<file path="config.mk">
export PLATFORM = sky130hd
export DESIGN_NAME = keystroke_escape_sequence_encoder
export DESIGN_NICKNAME = d
export VERILOG_FILES = /design/src/hw/rtl/kese_pkg.sv /design/src/hw/rtl/keystroke_escape_sequence_encoder.sv /design/src/hw/rtl/kese_front.sv /design/src/hw/rtl/kese_queue.sv /design/src/hw/rtl/kese_back.sv
export SDC_FILE = /design/constraint.sdc
export NUM_CORES = 1
export LEC_CHECK = 0
export BUFFER_PORTS_ARGS = -buffer_cell sky130_fd_sc_hd__buf_2
export CORE_MARGIN = 3
export CORE_UTILIZATION = 51
export CTS_CLUSTER_DIAMETER = 120
export DETAILED_ROUTE_END_ITERATION = 16
export HOLD_SLACK_MARGIN = 0.15
export PLACE_DENSITY = 0.8
export SYNTH_ARGS = -nofsm -noshare
export SYNTH_HDL_FRONTEND = slang
export SYNTH_HIERARCHICAL = 1
export SYNTH_SLANG_ARGS = --single-unit
</file>
<file path="constraint.sdc">
create_clock -name clk_i -period 14.7 [get_ports clk_i]
set_clock_uncertainty 0.1 [all_clocks]
set_input_delay 2.94 -clock clk_i [delete_from_list [all_inputs] [get_ports clk_i]]
set_output_delay 2.94 -clock clk_i [all_outputs]
set_load 0.02 [all_outputs]
</file>
<file path="src/hw/rtl/kese_pkg.sv">
// ----------------------------------------------------------------------------
// kese_pkg: shared types and constants of the key escape sequence encoder
// Holds the token format that travels from the classifier to the byte
// sequencer, the queue entry, the character codes and the decimal weights.
// ----------------------------------------------------------------------------
package kese_pkg;

  localparam int unsigned TokMax     = 10;
  localparam int unsigned TokIdxW    = $clog2(TokMax);
  localparam int unsigned TokCntW    = $clog2(TokMax + 1);
  localparam int unsigned DecValW    = 21;
  localparam int unsigned DecWeightW = 24;
  localparam int unsigned QueueDepth = 2;
  localparam int unsigned MaxTextBytes = 4;

  // Character codes.
  localparam logic [7:0] ChEsc   = 8'd27;
  localparam logic [7:0] ChBs    = 8'd8;
  localparam logic [7:0] ChDel   = 8'd127;
  localparam logic [7:0] ChLbr   = 8'h5B;
  localparam logic [7:0] ChSemi  = 8'h3B;
  localparam logic [7:0] ChColon = 8'h3A;
  localparam logic [7:0] ChO     = 8'h4F;
  localparam logic [7:0] ChZ     = 8'h5A;
  localparam logic [7:0] ChU     = 8'h75;
  localparam logic [7:0] ChTilde = 8'h7E;
  localparam logic [7:0] ChZero  = 8'h30;
  localparam logic [7:0] ChOne   = 8'h31;
  localparam logic [7:0] ChThree = 8'h33;

  // One output token: a literal byte, or a number printed in decimal
  // starting from digit position top_digit.
  typedef struct packed {
    logic               is_dec;
    logic [2:0]         top_digit;
    logic [DecValW-1:0] value;
  } kese_tok_t;

  typedef struct packed {
    kese_tok_t [TokMax-1:0] toks;
    logic [TokCntW-1:0]     cnt;
  } kese_entry_t;

  // Weight d * 10^k of a decimal digit.
  function automatic logic [DecWeightW-1:0] dec_weight(input logic [2:0] k,
                                                      input logic [3:0] d);
    logic [DecWeightW-1:0] pw;
    logic [DecWeightW+3:0] prod;
    case (k)
      3'd0:    pw = 24'd1;
      3'd1:    pw = 24'd10;
      3'd2:    pw = 24'd100;
      3'd3:    pw = 24'd1000;
      3'd4:    pw = 24'd10000;
      3'd5:    pw = 24'd100000;
      3'd6:    pw = 24'd1000000;
      default: pw = 24'd0;
    endcase
    prod = {4'd0, pw} * {24'd0, d};
    return prod[DecWeightW-1:0];
  endfunction

endpackage

</file>
<file path="src/hw/rtl/keystroke_escape_sequence_encoder.sv">
// ----------------------------------------------------------------------------
// keystroke_escape_sequence_encoder: terminal key escape sequence encoder
// Converts key events into the byte stream a terminal sends, in legacy
// xterm-style encoding or in the progressive CSI ... u protocol.
// ----------------------------------------------------------------------------
// Each accepted key request produces zero to nineteen bytes on the output
// channel, one byte per transfer, with last_byte_o set on the final byte.
// The classifier takes a key request in every cycle while its two-entry
// queue has room; keys that send nothing are dropped there. The sequencer
// emits one byte per cycle for literal characters while the output is not
// stalled, and prints numbers one decimal digit at a time with leading zero
// digits skipped silently; it loads the next key from the queue between
// sequences. Registers sit on the APB port: protocol_flags at byte address 0
// and app_cursor_mode at byte address 4. Write them only while the block is
// idle.
// ----------------------------------------------------------------------------
module keystroke_escape_sequence_encoder import kese_pkg::*; (
  input  logic        clk_i,
  input  logic        rst_ni,
  // Configuration port.
  input  logic        psel,
  input  logic        penable,
  input  logic        pwrite,
  input  logic [2:0]  paddr,
  input  logic [31:0] pwdata,
  output logic [31:0] prdata,
  output logic        pready,
  // Key request channel.
  input  logic        in_valid_i,
  output logic        in_ready_o,
  input  logic [28:0] key_symbol_i,
  input  logic [3:0]  modifier_mask_i,
  input  logic [2:0]  text_length_i,
  input  logic [7:0]  text_byte_0_i,
  input  logic [7:0]  text_byte_1_i,
  input  logic [7:0]  text_byte_2_i,
  input  logic [7:0]  text_byte_3_i,
  input  logic        is_press_i,
  // Byte output channel.
  output logic        out_valid_o,
  input  logic        out_ready_i,
  output logic [7:0]  out_byte_o,
  output logic        last_byte_o
);

  // Register select is address bit 2; the low bits are ignored.
  localparam logic RegProtoFlags = 1'b0;
  localparam logic RegAppCursor  = 1'b1;

  logic [4:0]  protocol_flags_q;
  logic        app_cursor_mode_q;
  logic        cfg_write;

  logic        has_bytes;
  kese_entry_t entry;
  logic        q_full;
  logic        q_pop;
  logic        q_not_empty;
  kese_entry_t q_head;

  assign pready    = 1'b1;
  assign cfg_write = psel && penable && pwrite;

  always_ff @(posedge clk_i or negedge rst_ni) begin
    if (!rst_ni) begin
      protocol_flags_q  <= '0;
      app_cursor_mode_q <= 1'b0;
    end else if (cfg_write) begin
      if (paddr[2] == RegProtoFlags) protocol_flags_q <= pwdata[4:0];
      if (paddr[2] == RegAppCursor)  app_cursor_mode_q <= pwdata[0];
    end
  end

  always_comb begin
    if (paddr[2] == RegAppCursor) prdata = {31'd0, app_cursor_mode_q};
    else prdata = {27'd0, protocol_flags_q};
  end

  // The classifier works in the same cycle as the request; the queue takes
  // the token list only when the key sends at least one byte.
  assign in_ready_o = !q_full;

  kese_front u_front (
    .protocol_flags_i (protocol_flags_q),
    .app_cursor_mode_i(app_cursor_mode_q),
    .key_symbol_i     (key_symbol_i),
    .modifier_mask_i  (modifier_mask_i),
    .text_length_i    (text_length_i),
    .text_byte_0_i    (text_byte_0_i),
    .text_byte_1_i    (text_byte_1_i),
    .text_byte_2_i    (text_byte_2_i),
    .text_byte_3_i    (text_byte_3_i),
    .is_press_i       (is_press_i),
    .has_bytes_o      (has_bytes),
    .entry_o          (entry)
  );

  kese_queue u_queue (
    .clk_i      (clk_i),
    .rst_ni     (rst_ni),
    .push_i     (in_valid_i && in_ready_o && has_bytes),
    .push_data_i(entry),
    .full_o     (q_full),
    .pop_i      (q_pop),
    .not_empty_o(q_not_empty),
    .head_o     (q_head)
  );

  kese_back u_back (
    .clk_i        (clk_i),
    .rst_ni       (rst_ni),
    .q_not_empty_i(q_not_empty),
    .q_head_i     (q_head),
    .q_pop_o      (q_pop),
    .out_valid_o  (out_valid_o),
    .out_ready_i  (out_ready_i),
    .out_byte_o   (out_byte_o),
    .last_byte_o  (last_byte_o)
  );

endmodule

</file>
<file path="src/hw/rtl/kese_front.sv">
// ----------------------------------------------------------------------------
// kese_front: key event classifier
// Turns one key event into a short token list for the byte sequencer.
// ----------------------------------------------------------------------------
module kese_front import kese_pkg::*; (
  input  logic [4:0]  protocol_flags_i,
  input  logic        app_cursor_mode_i,
  input  logic [28:0] key_symbol_i,
  input  logic [3:0]  modifier_mask_i,
  input  logic [2:0]  text_length_i,
  input  logic [7:0]  text_byte_0_i,
  input  logic [7:0]  text_byte_1_i,
  input  logic [7:0]  text_byte_2_i,
  input  logic [7:0]  text_byte_3_i,
  input  logic        is_press_i,
  output logic        has_bytes_o,
  output kese_entry_t entry_o
);

  localparam logic [28:0] KsLeftTab = 29'hfe20;
  localparam logic [28:0] KsBackspc = 29'hff08;
  localparam logic [28:0] KsTab     = 29'hff09;
  localparam logic [28:0] KsReturn  = 29'hff0d;
  localparam logic [28:0] KsEscape  = 29'hff1b;

  typedef struct packed {
    logic [4:0] num;
    logic [7:0] fin;
  } fkey_t;

  function automatic fkey_t fkey(input logic [28:0] s);
    fkey_t r;
    case (s)
      29'hff52: r = '{5'd1, 8'h41};
      29'hff54: r = '{5'd1, 8'h42};
      29'hff53: r = '{5'd1, 8'h43};
      29'hff51: r = '{5'd1, 8'h44};
      29'hff50: r = '{5'd1, 8'h48};
      29'hff57: r = '{5'd1, 8'h46};
      29'hff63: r = '{5'd2, ChTilde};
      29'hffff: r = '{5'd3, ChTilde};
      29'hff55: r = '{5'd5, ChTilde};
      29'hff56: r = '{5'd6, ChTilde};
      29'hffbe: r = '{5'd1, 8'h50};
      29'hffbf: r = '{5'd1, 8'h51};
      29'hffc0: r = '{5'd1, 8'h52};
      29'hffc1: r = '{5'd1, 8'h53};
      29'hffc2: r = '{5'd15, ChTilde};
      29'hffc3: r = '{5'd17, ChTilde};
      29'hffc4: r = '{5'd18, ChTilde};
      29'hffc5: r = '{5'd19, ChTilde};
      29'hffc6: r = '{5'd20, ChTilde};
      29'hffc7: r = '{5'd21, ChTilde};
      29'hffc8: r = '{5'd23, ChTilde};
      29'hffc9: r = '{5'd24, ChTilde};
      default:  r = '{5'd0, 8'h00};
    endcase
    return r;
  endfunction

  function automatic logic [DecValW-1:0] first_cp(input logic [7:0] t0, input logic [7:0] t1,
                                                  input logic [7:0] t2, input logic [7:0] t3,
                                                  input logic [2:0] n);
    logic [DecValW-1:0] cp;
    cp = '0;
    if (n == 3'd0) begin
      cp = '0;
    end else if (!t0[7]) begin
      cp = {14'd0, t0[6:0]};
    end else if (t0[7:5] == 3'b110) begin
      if (n >= 3'd2 && t1[7:6] == 2'b10) cp = {10'd0, t0[4:0], t1[5:0]};
    end else if (t0[7:4] == 4'b1110) begin
      if (n >= 3'd3 && t1[7:6] == 2'b10 && t2[7:6] == 2'b10) begin
        cp = {5'd0, t0[3:0], t1[5:0], t2[5:0]};
      end
    end else if (t0[7:3] == 5'b11110) begin
      if (n >= 3'd4 && t1[7:6] == 2'b10 && t2[7:6] == 2'b10 && t3[7:6] == 2'b10) begin
        cp = {t0[2:0], t1[5:0], t2[5:0], t3[5:0]};
      end
    end
    return cp;
  endfunction

  function automatic kese_tok_t lit(input logic [7:0] b);
    return '{1'b0, 3'd0, {13'd0, b}};
  endfunction

  function automatic kese_tok_t dec(input logic [DecValW-1:0] v, input logic [2:0] k);
    return '{1'b1, k, v};
  endfunction

  logic [7:0]         tb [4];
  logic [2:0]         n;
  fkey_t              fk;
  logic               ss3;
  logic [4:0]         mplus;
  logic [7:0]         pcode;
  logic [7:0]         pnum;
  logic [7:0]         pfin;
  logic [DecValW-1:0] cp;
  logic               is_letter;
  kese_tok_t [TokMax-1:0] toks;
  logic [TokCntW-1:0] cnt;

  always_comb begin
    tb[0] = text_byte_0_i;
    tb[1] = text_byte_1_i;
    tb[2] = text_byte_2_i;
    tb[3] = text_byte_3_i;
    n = (text_length_i > 3'(MaxTextBytes)) ? 3'(MaxTextBytes) : text_length_i;
    fk = fkey(key_symbol_i);
    mplus = {1'b0, modifier_mask_i} + 5'd1;
    ss3 = (fk.num == 5'd1) &&
          ((fk.fin >= 8'h50 && fk.fin <= 8'h53) ||
           (app_cursor_mode_i && fk.fin != ChTilde));
    is_letter = (key_symbol_i >= 29'h61 && key_symbol_i <= 29'h7a) ||
                (key_symbol_i >= 29'h41 && key_symbol_i <= 29'h5a);

    case (key_symbol_i)
      KsEscape:  pcode = ChEsc;
      KsReturn:  pcode = 8'd13;
      KsTab:     pcode = 8'd9;
      KsLeftTab: pcode = 8'd9;
      KsBackspc: pcode = ChDel;
      default: begin
        if (key_symbol_i >= 29'h20 && key_symbol_i < 29'h7f) pcode = key_symbol_i[7:0];
        else if (n != 3'd0) pcode = tb[0];
        else pcode = 8'd0;
      end
    endcase
    pnum = (fk.num != 5'd0) ? {3'd0, fk.num} : pcode;
    pfin = (fk.num != 5'd0) ? fk.fin : ChU;
    cp = '0;
    if (protocol_flags_i[4] && is_press_i && pfin == ChU) begin
      cp = first_cp(tb[0], tb[1], tb[2], tb[3], n);
    end

    toks = '0;
    cnt  = '0;
    if (protocol_flags_i == 5'd0) begin
      if (!is_press_i) begin
        cnt = '0;
      end else if (key_symbol_i == KsLeftTab) begin
        toks[0] = lit(ChEsc); toks[1] = lit(ChLbr); toks[2] = lit(ChZ);
        cnt = 4'd3;
      end else if (modifier_mask_i[2] && is_letter) begin
        toks[0] = lit({3'd0, key_symbol_i[4:0]});
        cnt = 4'd1;
      end else if (fk.num != 5'd0) begin
        toks[0] = lit(ChEsc);
        if (modifier_mask_i == 4'd0) begin
          if (fk.fin == ChTilde) begin
            toks[1] = lit(ChLbr); toks[2] = dec({16'd0, fk.num}, 3'd1);
            toks[3] = lit(ChTilde);
            cnt = 4'd4;
          end else begin
            toks[1] = lit(ss3 ? ChO : ChLbr); toks[2] = lit(fk.fin);
            cnt = 4'd3;
          end
        end else begin
          toks[1] = lit(ChLbr); toks[2] = dec({16'd0, fk.num}, 3'd1);
          toks[3] = lit(ChSemi); toks[4] = dec({16'd0, mplus}, 3'd1);
          toks[5] = lit(fk.fin);
          cnt = 4'd6;
        end
      end else if (key_symbol_i == KsBackspc || key_symbol_i == KsEscape || n != 3'd0) begin
        if (modifier_mask_i[1]) begin
          toks[cnt[TokIdxW-1:0]] = lit(ChEsc);
          cnt = cnt + 4'd1;
        end
        if (key_symbol_i == KsBackspc) begin
          toks[cnt[TokIdxW-1:0]] = lit(modifier_mask_i[2] ? ChBs : ChDel);
          cnt = cnt + 4'd1;
        end else if (key_symbol_i == KsEscape) begin
          toks[cnt[TokIdxW-1:0]] = lit(ChEsc);
          cnt = cnt + 4'd1;
        end else begin
          for (int i = 0; i < 4; i++) begin
            if (3'(i) < n) begin
              toks[cnt[TokIdxW-1:0]] = lit(tb[i]);
              cnt = cnt + 4'd1;
            end
          end
        end
      end
    end else if (pnum != 8'd0) begin
      toks[0] = lit(ChEsc);
      toks[1] = lit(ChLbr);
      if (cp != '0) begin
        toks[2] = dec({13'd0, pnum}, 3'd2); toks[3] = lit(ChSemi);
        toks[4] = dec({16'd0, mplus}, 3'd1); toks[5] = lit(ChColon);
        toks[6] = lit(is_press_i ? ChOne : ChThree); toks[7] = lit(ChSemi);
        toks[8] = dec(cp, 3'd6); toks[9] = lit(ChU);
        cnt = 4'd10;
      end else if (mplus == 5'd1 && is_press_i) begin
        if (pfin == ChU || pfin == ChTilde) begin
          toks[2] = dec({13'd0, pnum}, 3'd2); toks[3] = lit(pfin);
          cnt = 4'd4;
        end else begin
          toks[1] = lit(ss3 ? ChO : ChLbr); toks[2] = lit(pfin);
          cnt = 4'd3;
        end
      end else if (is_press_i) begin
        toks[2] = dec({13'd0, pnum}, 3'd2); toks[3] = lit(ChSemi);
        toks[4] = dec({16'd0, mplus}, 3'd1); toks[5] = lit(pfin);
        cnt = 4'd6;
      end else begin
        toks[2] = dec({13'd0, pnum}, 3'd2); toks[3] = lit(ChSemi);
        toks[4] = dec({16'd0, mplus}, 3'd1); toks[5] = lit(ChColon);
        toks[6] = lit(ChThree); toks[7] = lit(pfin);
        cnt = 4'd8;
      end
    end
  end

  assign entry_o.toks = toks;
  assign entry_o.cnt  = cnt;
  assign has_bytes_o  = (cnt != '0);

endmodule

</file>
<file path="src/hw/rtl/kese_queue.sv">
// ----------------------------------------------------------------------------
// kese_queue: short request queue between classifier and sequencer
// Two-entry register queue of token lists.
// ----------------------------------------------------------------------------
module kese_queue import kese_pkg::*; (
  input  logic        clk_i,
  input  logic        rst_ni,
  input  logic        push_i,
  input  kese_entry_t push_data_i,
  output logic        full_o,
  input  logic        pop_i,
  output logic        not_empty_o,
  output kese_entry_t head_o
);

  localparam int unsigned PtrW = $clog2(QueueDepth);

  kese_entry_t        slot_q [QueueDepth];
  logic [PtrW-1:0]    wr_ptr_q, rd_ptr_q;
  logic [PtrW:0]      count_q, count_d;

  always_comb begin
    count_d = count_q;
    if (push_i && !pop_i) count_d = count_q + 1'b1;
    if (pop_i && !push_i) count_d = count_q - 1'b1;
  end

  always_ff @(posedge clk_i or negedge rst_ni) begin
    if (!rst_ni) begin
      wr_ptr_q <= '0;
      rd_ptr_q <= '0;
      count_q  <= '0;
    end else begin
      if (push_i) wr_ptr_q <= wr_ptr_q + 1'b1;
      if (pop_i)  rd_ptr_q <= rd_ptr_q + 1'b1;
      count_q <= count_d;
    end
  end

  always_ff @(posedge clk_i) begin
    if (push_i) slot_q[wr_ptr_q] <= push_data_i;
  end

  assign full_o      = (count_q == (PtrW+1)'(QueueDepth));
  assign not_empty_o = (count_q != '0);
  assign head_o      = slot_q[rd_ptr_q];

endmodule

</file>
<file path="src/hw/rtl/kese_back.sv">
// ----------------------------------------------------------------------------
// kese_back: byte sequencer
// Walks a token list and streams one byte per cycle unless the output stalls;
// numbers are printed one decimal digit per cycle with leading zeros skipped.
// ----------------------------------------------------------------------------
module kese_back import kese_pkg::*; (
  input  logic        clk_i,
  input  logic        rst_ni,
  input  logic        q_not_empty_i,
  input  kese_entry_t q_head_i,
  output logic        q_pop_o,
  output logic        out_valid_o,
  input  logic        out_ready_i,
  output logic [7:0]  out_byte_o,
  output logic        last_byte_o
);

  logic               busy_q;
  kese_entry_t        entry_q;
  logic [TokIdxW-1:0] idx_q;
  logic               dec_live_q;
  logic               seen_q;
  logic [2:0]         dig_k_q;
  logic [DecValW-1:0] rem_q;
  logic               out_valid_q;
  logic [7:0]         out_byte_q;
  logic               out_last_q;

  kese_tok_t          tok;
  logic               can_emit;
  logic               last_tok;
  logic [DecValW-1:0] r;
  logic [2:0]         k;
  logic [3:0]         digit;
  logic [DecWeightW-1:0] sub;
  logic               emit;
  logic               tok_done;
  logic [7:0]         byte_val;

  assign can_emit = !out_valid_q || out_ready_i;
  assign q_pop_o  = !busy_q && q_not_empty_i;
  assign tok      = entry_q.toks[idx_q];
  assign last_tok = (idx_q == TokIdxW'(entry_q.cnt - 1'b1));

  always_comb begin
    r     = dec_live_q ? rem_q : tok.value;
    k     = dec_live_q ? dig_k_q : tok.top_digit;
    digit = 4'd0;
    for (int j = 1; j < 10; j++) begin
      if ({3'd0, r} >= dec_weight(k, 4'(j))) digit = 4'(j);
    end
    sub = dec_weight(k, digit);
    if (tok.is_dec) begin
      tok_done = (k == 3'd0);
      emit     = seen_q || digit != 4'd0 || k == 3'd0;
      byte_val = ChZero + {4'd0, digit};
    end else begin
      tok_done = 1'b1;
      emit     = 1'b1;
      byte_val = tok.value[7:0];
    end
  end

  always_ff @(posedge clk_i or negedge rst_ni) begin
    if (!rst_ni) begin
      busy_q      <= 1'b0;
      idx_q       <= '0;
      dec_live_q  <= 1'b0;
      seen_q      <= 1'b0;
      out_valid_q <= 1'b0;
    end else begin
      if (q_pop_o) begin
        busy_q     <= 1'b1;
        idx_q      <= '0;
        dec_live_q <= 1'b0;
        seen_q     <= 1'b0;
      end
      if (can_emit) begin
        out_valid_q <= busy_q && emit;
        if (busy_q) begin
          if (tok_done) begin
            dec_live_q <= 1'b0;
            seen_q     <= 1'b0;
            idx_q      <= idx_q + 1'b1;
            if (last_tok) busy_q <= 1'b0;
          end else begin
            dec_live_q <= 1'b1;
            seen_q     <= seen_q || digit != 4'd0;
          end
        end
      end
    end
  end

  always_ff @(posedge clk_i) begin
    if (q_pop_o) entry_q <= q_head_i;
    if (can_emit && busy_q) begin
      rem_q      <= r - sub[DecValW-1:0];
      dig_k_q    <= k - 3'd1;
      out_byte_q <= byte_val;
      out_last_q <= last_tok && tok_done;
    end
  end

  assign out_valid_o = out_valid_q;
  assign out_byte_o  = out_byte_q;
  assign last_byte_o = out_last_q;

  a_busy_nonempty: assert property (@(posedge clk_i) disable iff (!rst_ni)
    busy_q |-> entry_q.cnt != '0)
    else $error("sequencer holds an empty token list");

  a_idx_in_range: assert property (@(posedge clk_i) disable iff (!rst_ni)
    busy_q |-> idx_q < entry_q.cnt)
    else $error("token index past end of list");

  a_hold_stalled_byte: assert property (@(posedge clk_i) disable iff (!rst_ni)
    out_valid_q && !out_ready_i |=>
      out_valid_q && $stable(out_byte_q) && $stable(out_last_q))
    else $error("stalled output byte changed before it was taken");

endmodule

</file>
After elaboration in Yosys (flattened, before gate mapping)
Memories as Yosys holds them, arrays and structs flattened. A register that Yosys moved wholly into a read port is not among the register bits.
Cells that the tools add are included.
- flip-flop bits (word level): 51
- RAM bits: 508
- output and inout bits: 44
- word-level logic and storage cells: 361
- memories kept: 1
- $add $sub $neg: 14
- multipliers: 6
- order comparisons: 34
- equality and inequality tests: 47
- multiplexer cells: 183
- bitwise gates (word level): 4
- reduce and logical (&&, ||, !) cells: 58
- memory list (memory ; words ; width ; read ports ; clocked after Yosys merged registers in ; write ports ; RTL line ; RTL):
    u_queue.slot_q ; 2 ; 254 ; 1 ; 1 ; 1 ; kese_queue.sv:18 ; kese_entry_t slot_q [QueueDepth];
- operator list (operator ; number):
    $mux W250 ; 34
    $bwmux W250 ; 5
    $eq A29 B16 Y1 const B ; 27
    $demux W25 S4 ; 4
    $mux W25 ; 14
    $mux W150 ; 2
    $pmux W13 S22 ; 1
    $mux W225 ; 1
    $and A21 B210 Y210 ; 1
    $not A210 Y210 ; 1
    $mux W4 ; 52
    $mux W100 ; 2
    $mux W175 ; 1
    $mux W21 ; 8
    $mux W75 ; 2
    $pmux W20 S7 ; 1
    $ge A21 B24 Y1 ; 5
    $bmux W25 S4 ; 1
    $mux W50 ; 2
    $mux W83 ; 1
    $mux W33 ; 2
    $mux W8 ; 8
    $ge A29 B7 Y1 const B ; 2
    $le A29 B7 Y1 const B ; 2
    other kinds (63) ; 167

Depth between registers and ports, before layout
- depth after elaboration: 55
- depth in mapped cells: 64
- gate-level depth less buffers: 56

Modules after synthesis
Netlist, hierarchy kept.
- modules (own cells, without submodules) (module ; times used ; cells each ; area an instance (um2) ; sequential area each (um2)):
    kese_back ; 1 ; 1750 ; 20737.4 ; 8818.5
    kese_queue ; 1 ; 806 ; 18664.2 ; 15354.7
    kese_front ; 1 ; 1049 ; 6229.7 ; 0.0
    keystroke_escape_sequence_encoder ; 1 ; 51 ; 521.8 ; 150.1

Least setup slack after synthesis
No wires, ideal clock.
- path type: input port to flip-flop
- start point: input port text_length_i[1]
- end point: memory u_queue/slot_q[0][0] in the netlist's numbering (enable)
- library setup time: 0.876 ns
- arrival: 17.054 ns
- setup slack: -3.330 ns
- cell stages on the path: 17
- buffers on the path: 6
- cell sequence: clkbuf_1 > or3_1 > clkbuf_1 > clkbuf_1 > fa_1 > clkbuf_1 > inv_1 > nor4_2 > clkbuf_1 > clkbuf_1 > a31oi_1 > o22ai_1 > a21oi_1 > nand4_1 > and3_1 > inv_1 > nor2_1
- longest elaborated chain between the ends: 46
- elaborated cells between the ends (all ways): 78
- RTL lines (item ; RTL line ; RTL):
    start: declaration ; keystroke_escape_sequence_encoder.sv:33 ; input logic [2:0] text_length_i,
    $gt A3 B3 Y1 ; kese_front.sv:110 ; n = (text_length_i > 3'(MaxTextBytes)) ? 3'(MaxTextBytes) : text_length_i;
    $mux W3 * ; kese_front.sv:110 ;
    $lt A1 B3 Y1 ; kese_front.sv:179 ; if (3'(i) < n) begin
    $mux W4 ; kese_front.sv:179 ;
    $mux W4 ; kese_front.sv:174 ; end else if (key_symbol_i == KsEscape) begin
    $mux W4 ; kese_front.sv:171 ; if (key_symbol_i == KsBackspc) begin
    $mux W4 ; kese_front.sv:166 ; end else if (key_symbol_i == KsBackspc || key_symbol_i == KsEscape || n != 3'd0) begin
    $mux W4 ; kese_front.sv:149 ; end else if (fk.num != 5'd0) begin
    [... 31 more ...] ; - ;
    $mux W4 ; kese_front.sv:143 ; end else if (key_symbol_i == KsLeftTab) begin
    $mux W4 ; kese_front.sv:141 ; if (!is_press_i) begin
    $mux W4 * ; kese_front.sv:140 ; if (protocol_flags_i == 5'd0) begin
    $reduce_bool A4 Y1 * ; kese_front.sv:218 ; assign has_bytes_o = (cnt != '0);
    net has_bytes ; keystroke_escape_sequence_encoder.sv:54 ; logic has_bytes;
    $logic_and A1 B1 Y1 * ; keystroke_escape_sequence_encoder.sv:101 ; .push_i (in_valid_i && in_ready_o && has_bytes),
    $mux W1 * ; kese_queue.sv:41 ; if (push_i) slot_q[wr_ptr_q] <= push_data_i;
    $mux W1 (not written as such) * ; kese_queue.sv:41 ;
    end: declaration ; kese_queue.sv:18 ;
Mark *: on every way through the listed nets, which the timed path passes. The rest lies on a longest branch. The select of a mux whose other input is x is not followed.

Final worst setup path
- start point: register u_back.idx_q[0]
- end point: register u_back.rem_q[20] (data pin)
- longest elaborated chain between the ends: 17
- elaborated cells between the ends (all ways): 37
- RTL lines (item ; RTL line ; RTL):
    start: declaration ; kese_back.sv:20 ; logic [TokIdxW-1:0] idx_q;
    start signal: assignment ; kese_back.sv:84 ; idx_q <= idx_q + 1'b1;
    $bmux W25 S4 * ; kese_back.sv:42 ; assign tok = entry_q.toks[idx_q];
    $mux W25 (not written as such) * ; kese_back.sv:42 ;
    parallel branches: the longest is 14 deep, another holds $ge A21 B24 Y1 ; - ;
    $sub A21 B21 Y21 * ; kese_back.sv:98 ; rem_q <= r - sub[DecValW-1:0];
    end signal: assignment ; kese_back.sv:98 ;
    end: declaration ; kese_back.sv:24 ; logic [DecValW-1:0] rem_q;
Every way passes the cells marked *. The select of a mux whose other input is x is not followed.
A chain may end at the register's enable or synchronous reset.

==> reports/metrics.cfg <==
[critical_path]
worstPathMaxFanout=17
slowest_stage=dfrtp_4
cp_data_arrival_time_ps=14090
required_ps=14970
path_class=reg2reg
startpoint_type=flip-flop
critPathMaxStageDelay_ps=690
endpoint_kind=flip-flop

[worst_hold_path]
hold_class=reg2reg

[finish]
drive_gt1_share_pct=18.04
nets=4164
fill_cells=6990
area_delta_synth_final_pct=7.686
fin_util_pct=55.81

[die]
die_width_um=306.8
rows=109
die_h_um=306.8
ios=155
fp.dieArea_um2=94140
fp.coreArea_um2=89060
start_util_pct=51.82

[timing]
hold_violations=0
rsz0062_at_grt=false
period_minus_slack_ps=13820
fmaxAchievable_ghz=0.07237
fin_tns_setup_ps=0
maxSlewHeadroom_pct=11.66
setup_viol=0
final_max_slew_viol_count=0
worst_pin_slew_ps=1313
fin_crit_sh_pct=94.00

[synth]
syn_avg_cell_area_um2=12.62
synth_area_um2=46150
yosysSeqAreaShare_pct=52.70
synth_area_leaders=edfxtp_1 (52%), ha_1 (7.2%), mux2_2 (7.1%)
synthCells=3656
synth-async-reset-ratio_pct=2.214
synth.ff_latch_count=813
yosys.area.top_type=edfxtp_1
synthFlopType=edfxtp_1
synth_edf_count=795
yosys.area.top_type_share_pct=51.73
ys.warnings.count=6
yosysUniqueCellTypes=109

[routing]
drcViolationCount=0
dr.pass1.iters=7
wl_per_cell_um=22.68
routed_via_density=6.078
vias=30175
drt_wl_total_mm=112.6
drtIter0Drc=3088
drtAntennaViolNets=0

[clock_tree]
clk_pin_slew_ps=60
cts_tree=done
hold_buffers=0
clkSinkCount=813
root_buffer=clkbuf_16
h-tree-depth=3
cts_buffers=80
clockBufferDepth=3
insertion_delay_ps=630

[grt]
grt_use_total_pct=23.57
grt_pass1_vias=30263
grt_max_degree=145
grt_overflow=0
grt_pass1_wl_mm=172.1
antenna_found_initial=8

[job]
maxCapViolCount=0

[status]
status=complete, no violations

[placement]
gp_routability_congestion=0.9804
port_buffers=97
dpl.hpwl_mm=77.19

==> sequential cells by signal (all words and copies together), names as in the netlist <==
register,count
protocol_flags_q,5
u_queue/count_q,2
u_back/last_byte_o,1
u_back/dec_live_q,1
u_back/entry_q,254
u_queue/slot_q,508
u_back/idx_q,4
u_back/out_byte_o,8
u_back/out_valid_o,1
u_back/dig_k_q,3
app_cursor_mode_q,1
u_queue/rd_ptr_q,1
u_back/seen_q,1
u_back/busy_q,1
u_back/rem_q,21
u_queue/wr_ptr_q,1
==> layout make-up <==
class | count | area (um2) | share of cell area, %
Sequential cell | 813 | 24330 | 48.96
Clock buffer | 102 | 2166 | 4.358
Multi-Input combinational cell | 2503 | 19590 | 39.41
Clock inverter | 46 | 478.0 | 0.9617
Timing Repair Buffer | 164 | 1026 | 2.064
Inverter | 169 | 645.6 | 1.299
Tap cell | 1165 | 1458 | 2.933
Antenna cell | 3 | 7.507 | 0.01510
==> per-stage QoR <==
stage / hold WS, ps / setup WS, ps / area [um2] / instances
after global routing: 403.7 / 84.93 / 49700 / 4963
final: 391.6 / 881.4 / 49700 / 4965
after global placement: 369.0 / 1150 / 47020 / 4811
after floorplan: 347.4 / 899.5 / 46810 / 3830
after detailed placement: 377.6 / 894.5 / 47020 / 4811
after CTS: 390.5 / 779.0 / 49660 / 4959
==> cell usage in the layout, fill, tap and decap left out, types with 97 or more instances in the layout <==
cell type / n
edfxtp_1: 795
nor2_1: 157
ha_1: 265
a21oi_1: 178
inv_1: 155
o21ai_0: 141
mux2_2: 292
conb_1: 177
buf_2: 97
nand2_1: 199
==> metal layers <==
metal  global-route usage, %  up-vias  wire length [um]
li1                        -    13646                 -
met4                   12.35        6              6235
met3                   3.540      352              8423
met5                       0        -                36
met2                   38.73     1457             53520
met1                   30.46    14714             44380
==> cells by family after synthesis <==
| family | after synthesis | share of synthesized area, % |
|---|---|---|
| buf+inv | 514 | 6.360 |
| xor+xnor | 93 | 1.765 |
| compound gates | 737 | 10.82 |
| mux | 375 | 9.741 |
| fa+ha+maj | 324 | 9.700 |
| other cells | 3 | 0.02440 |
| flops | 813 | 52.70 |
| simple gates | 797 | 8.892 |
==> worst max-delay path, delay by kind of cell (launching register included) <==
| family | cells | cell delay [ps] |
|---|---|---|
| XOR/XNOR | 2 | 330 |
| AND/OR/NAND/NOR | 15 | 2740 |
| adder cells (fa/ha/maj) | 9 | 3350 |
| buffers and inverters | 9 | 1170 |
| flip-flops | 1 | 690 |
| AO/OA/AOI/OAI | 19 | 4580 |
| multiplexers | 1 | 600 |
==> cells in the mapped netlist (17+ instances only) <==
| library cell | number |
|---|---|
| nor4_1 | 31 |
| buf_4 | 183 |
| or3_1 | 22 |
| o21bai_1 | 17 |
| a211oi_1 | 30 |
| xnor2_1 | 60 |
| nor2_1 | 158 |
| a21o_1 | 63 |
| mux4_2 | 30 |
| fa_1 | 57 |
| edfxtp_1 | 795 |
| o22ai_1 | 21 |
| nor3_1 | 83 |
| mux2i_1 | 52 |
| nand2_1 | 199 |
| o31ai_1 | 18 |
| a22oi_1 | 33 |
| ha_1 | 265 |
| and2_1 | 26 |
| nand2b_1 | 39 |
| and3_1 | 31 |
| o21a_1 | 21 |
| o21ai_0 | 141 |
| nand4_1 | 35 |
| clkbuf_1 | 97 |
| mux2_2 | 292 |
| nand3_1 | 53 |
| o211ai_1 | 24 |
| a21oi_1 | 178 |
| xor2_1 | 33 |
| clkbuf_8 | 19 |
| a31oi_1 | 19 |
| nor2b_1 | 31 |
| a221oi_1 | 27 |
| inv_1 | 157 |
| buf_1 | 18 |
| dfrtp_1 | 18 |
==> worst paths after layout <==
kind                                     from             endpoint  slack [ps]  cells past startpoint
min in group asynchronous              rst_ni  protocol_flags_q[1]        2190                      1
max reg2reg                   u_back/idx_q[0]     u_back/rem_q[20]         880                     55
max in group asynchronous              rst_ni      u_back/idx_q[0]       11880                      1
max                           u_back/idx_q[0]     u_back/rem_q[20]         880                     55
min                        u_queue/count_q[1]   u_queue/count_q[1]         390                      1
min reg2reg                u_queue/count_q[1]   u_queue/count_q[1]         390                      1
==> repair_timing <==
item                                    in CTS  in global routing
gates resized for setup                      0                  3
endpoints found under the setup margin       0                  4
buffers inserted                             0                  3
Power is not shown: default switching activity piles up to over one toggle a cycle in this logic, so the estimate is an artifact.
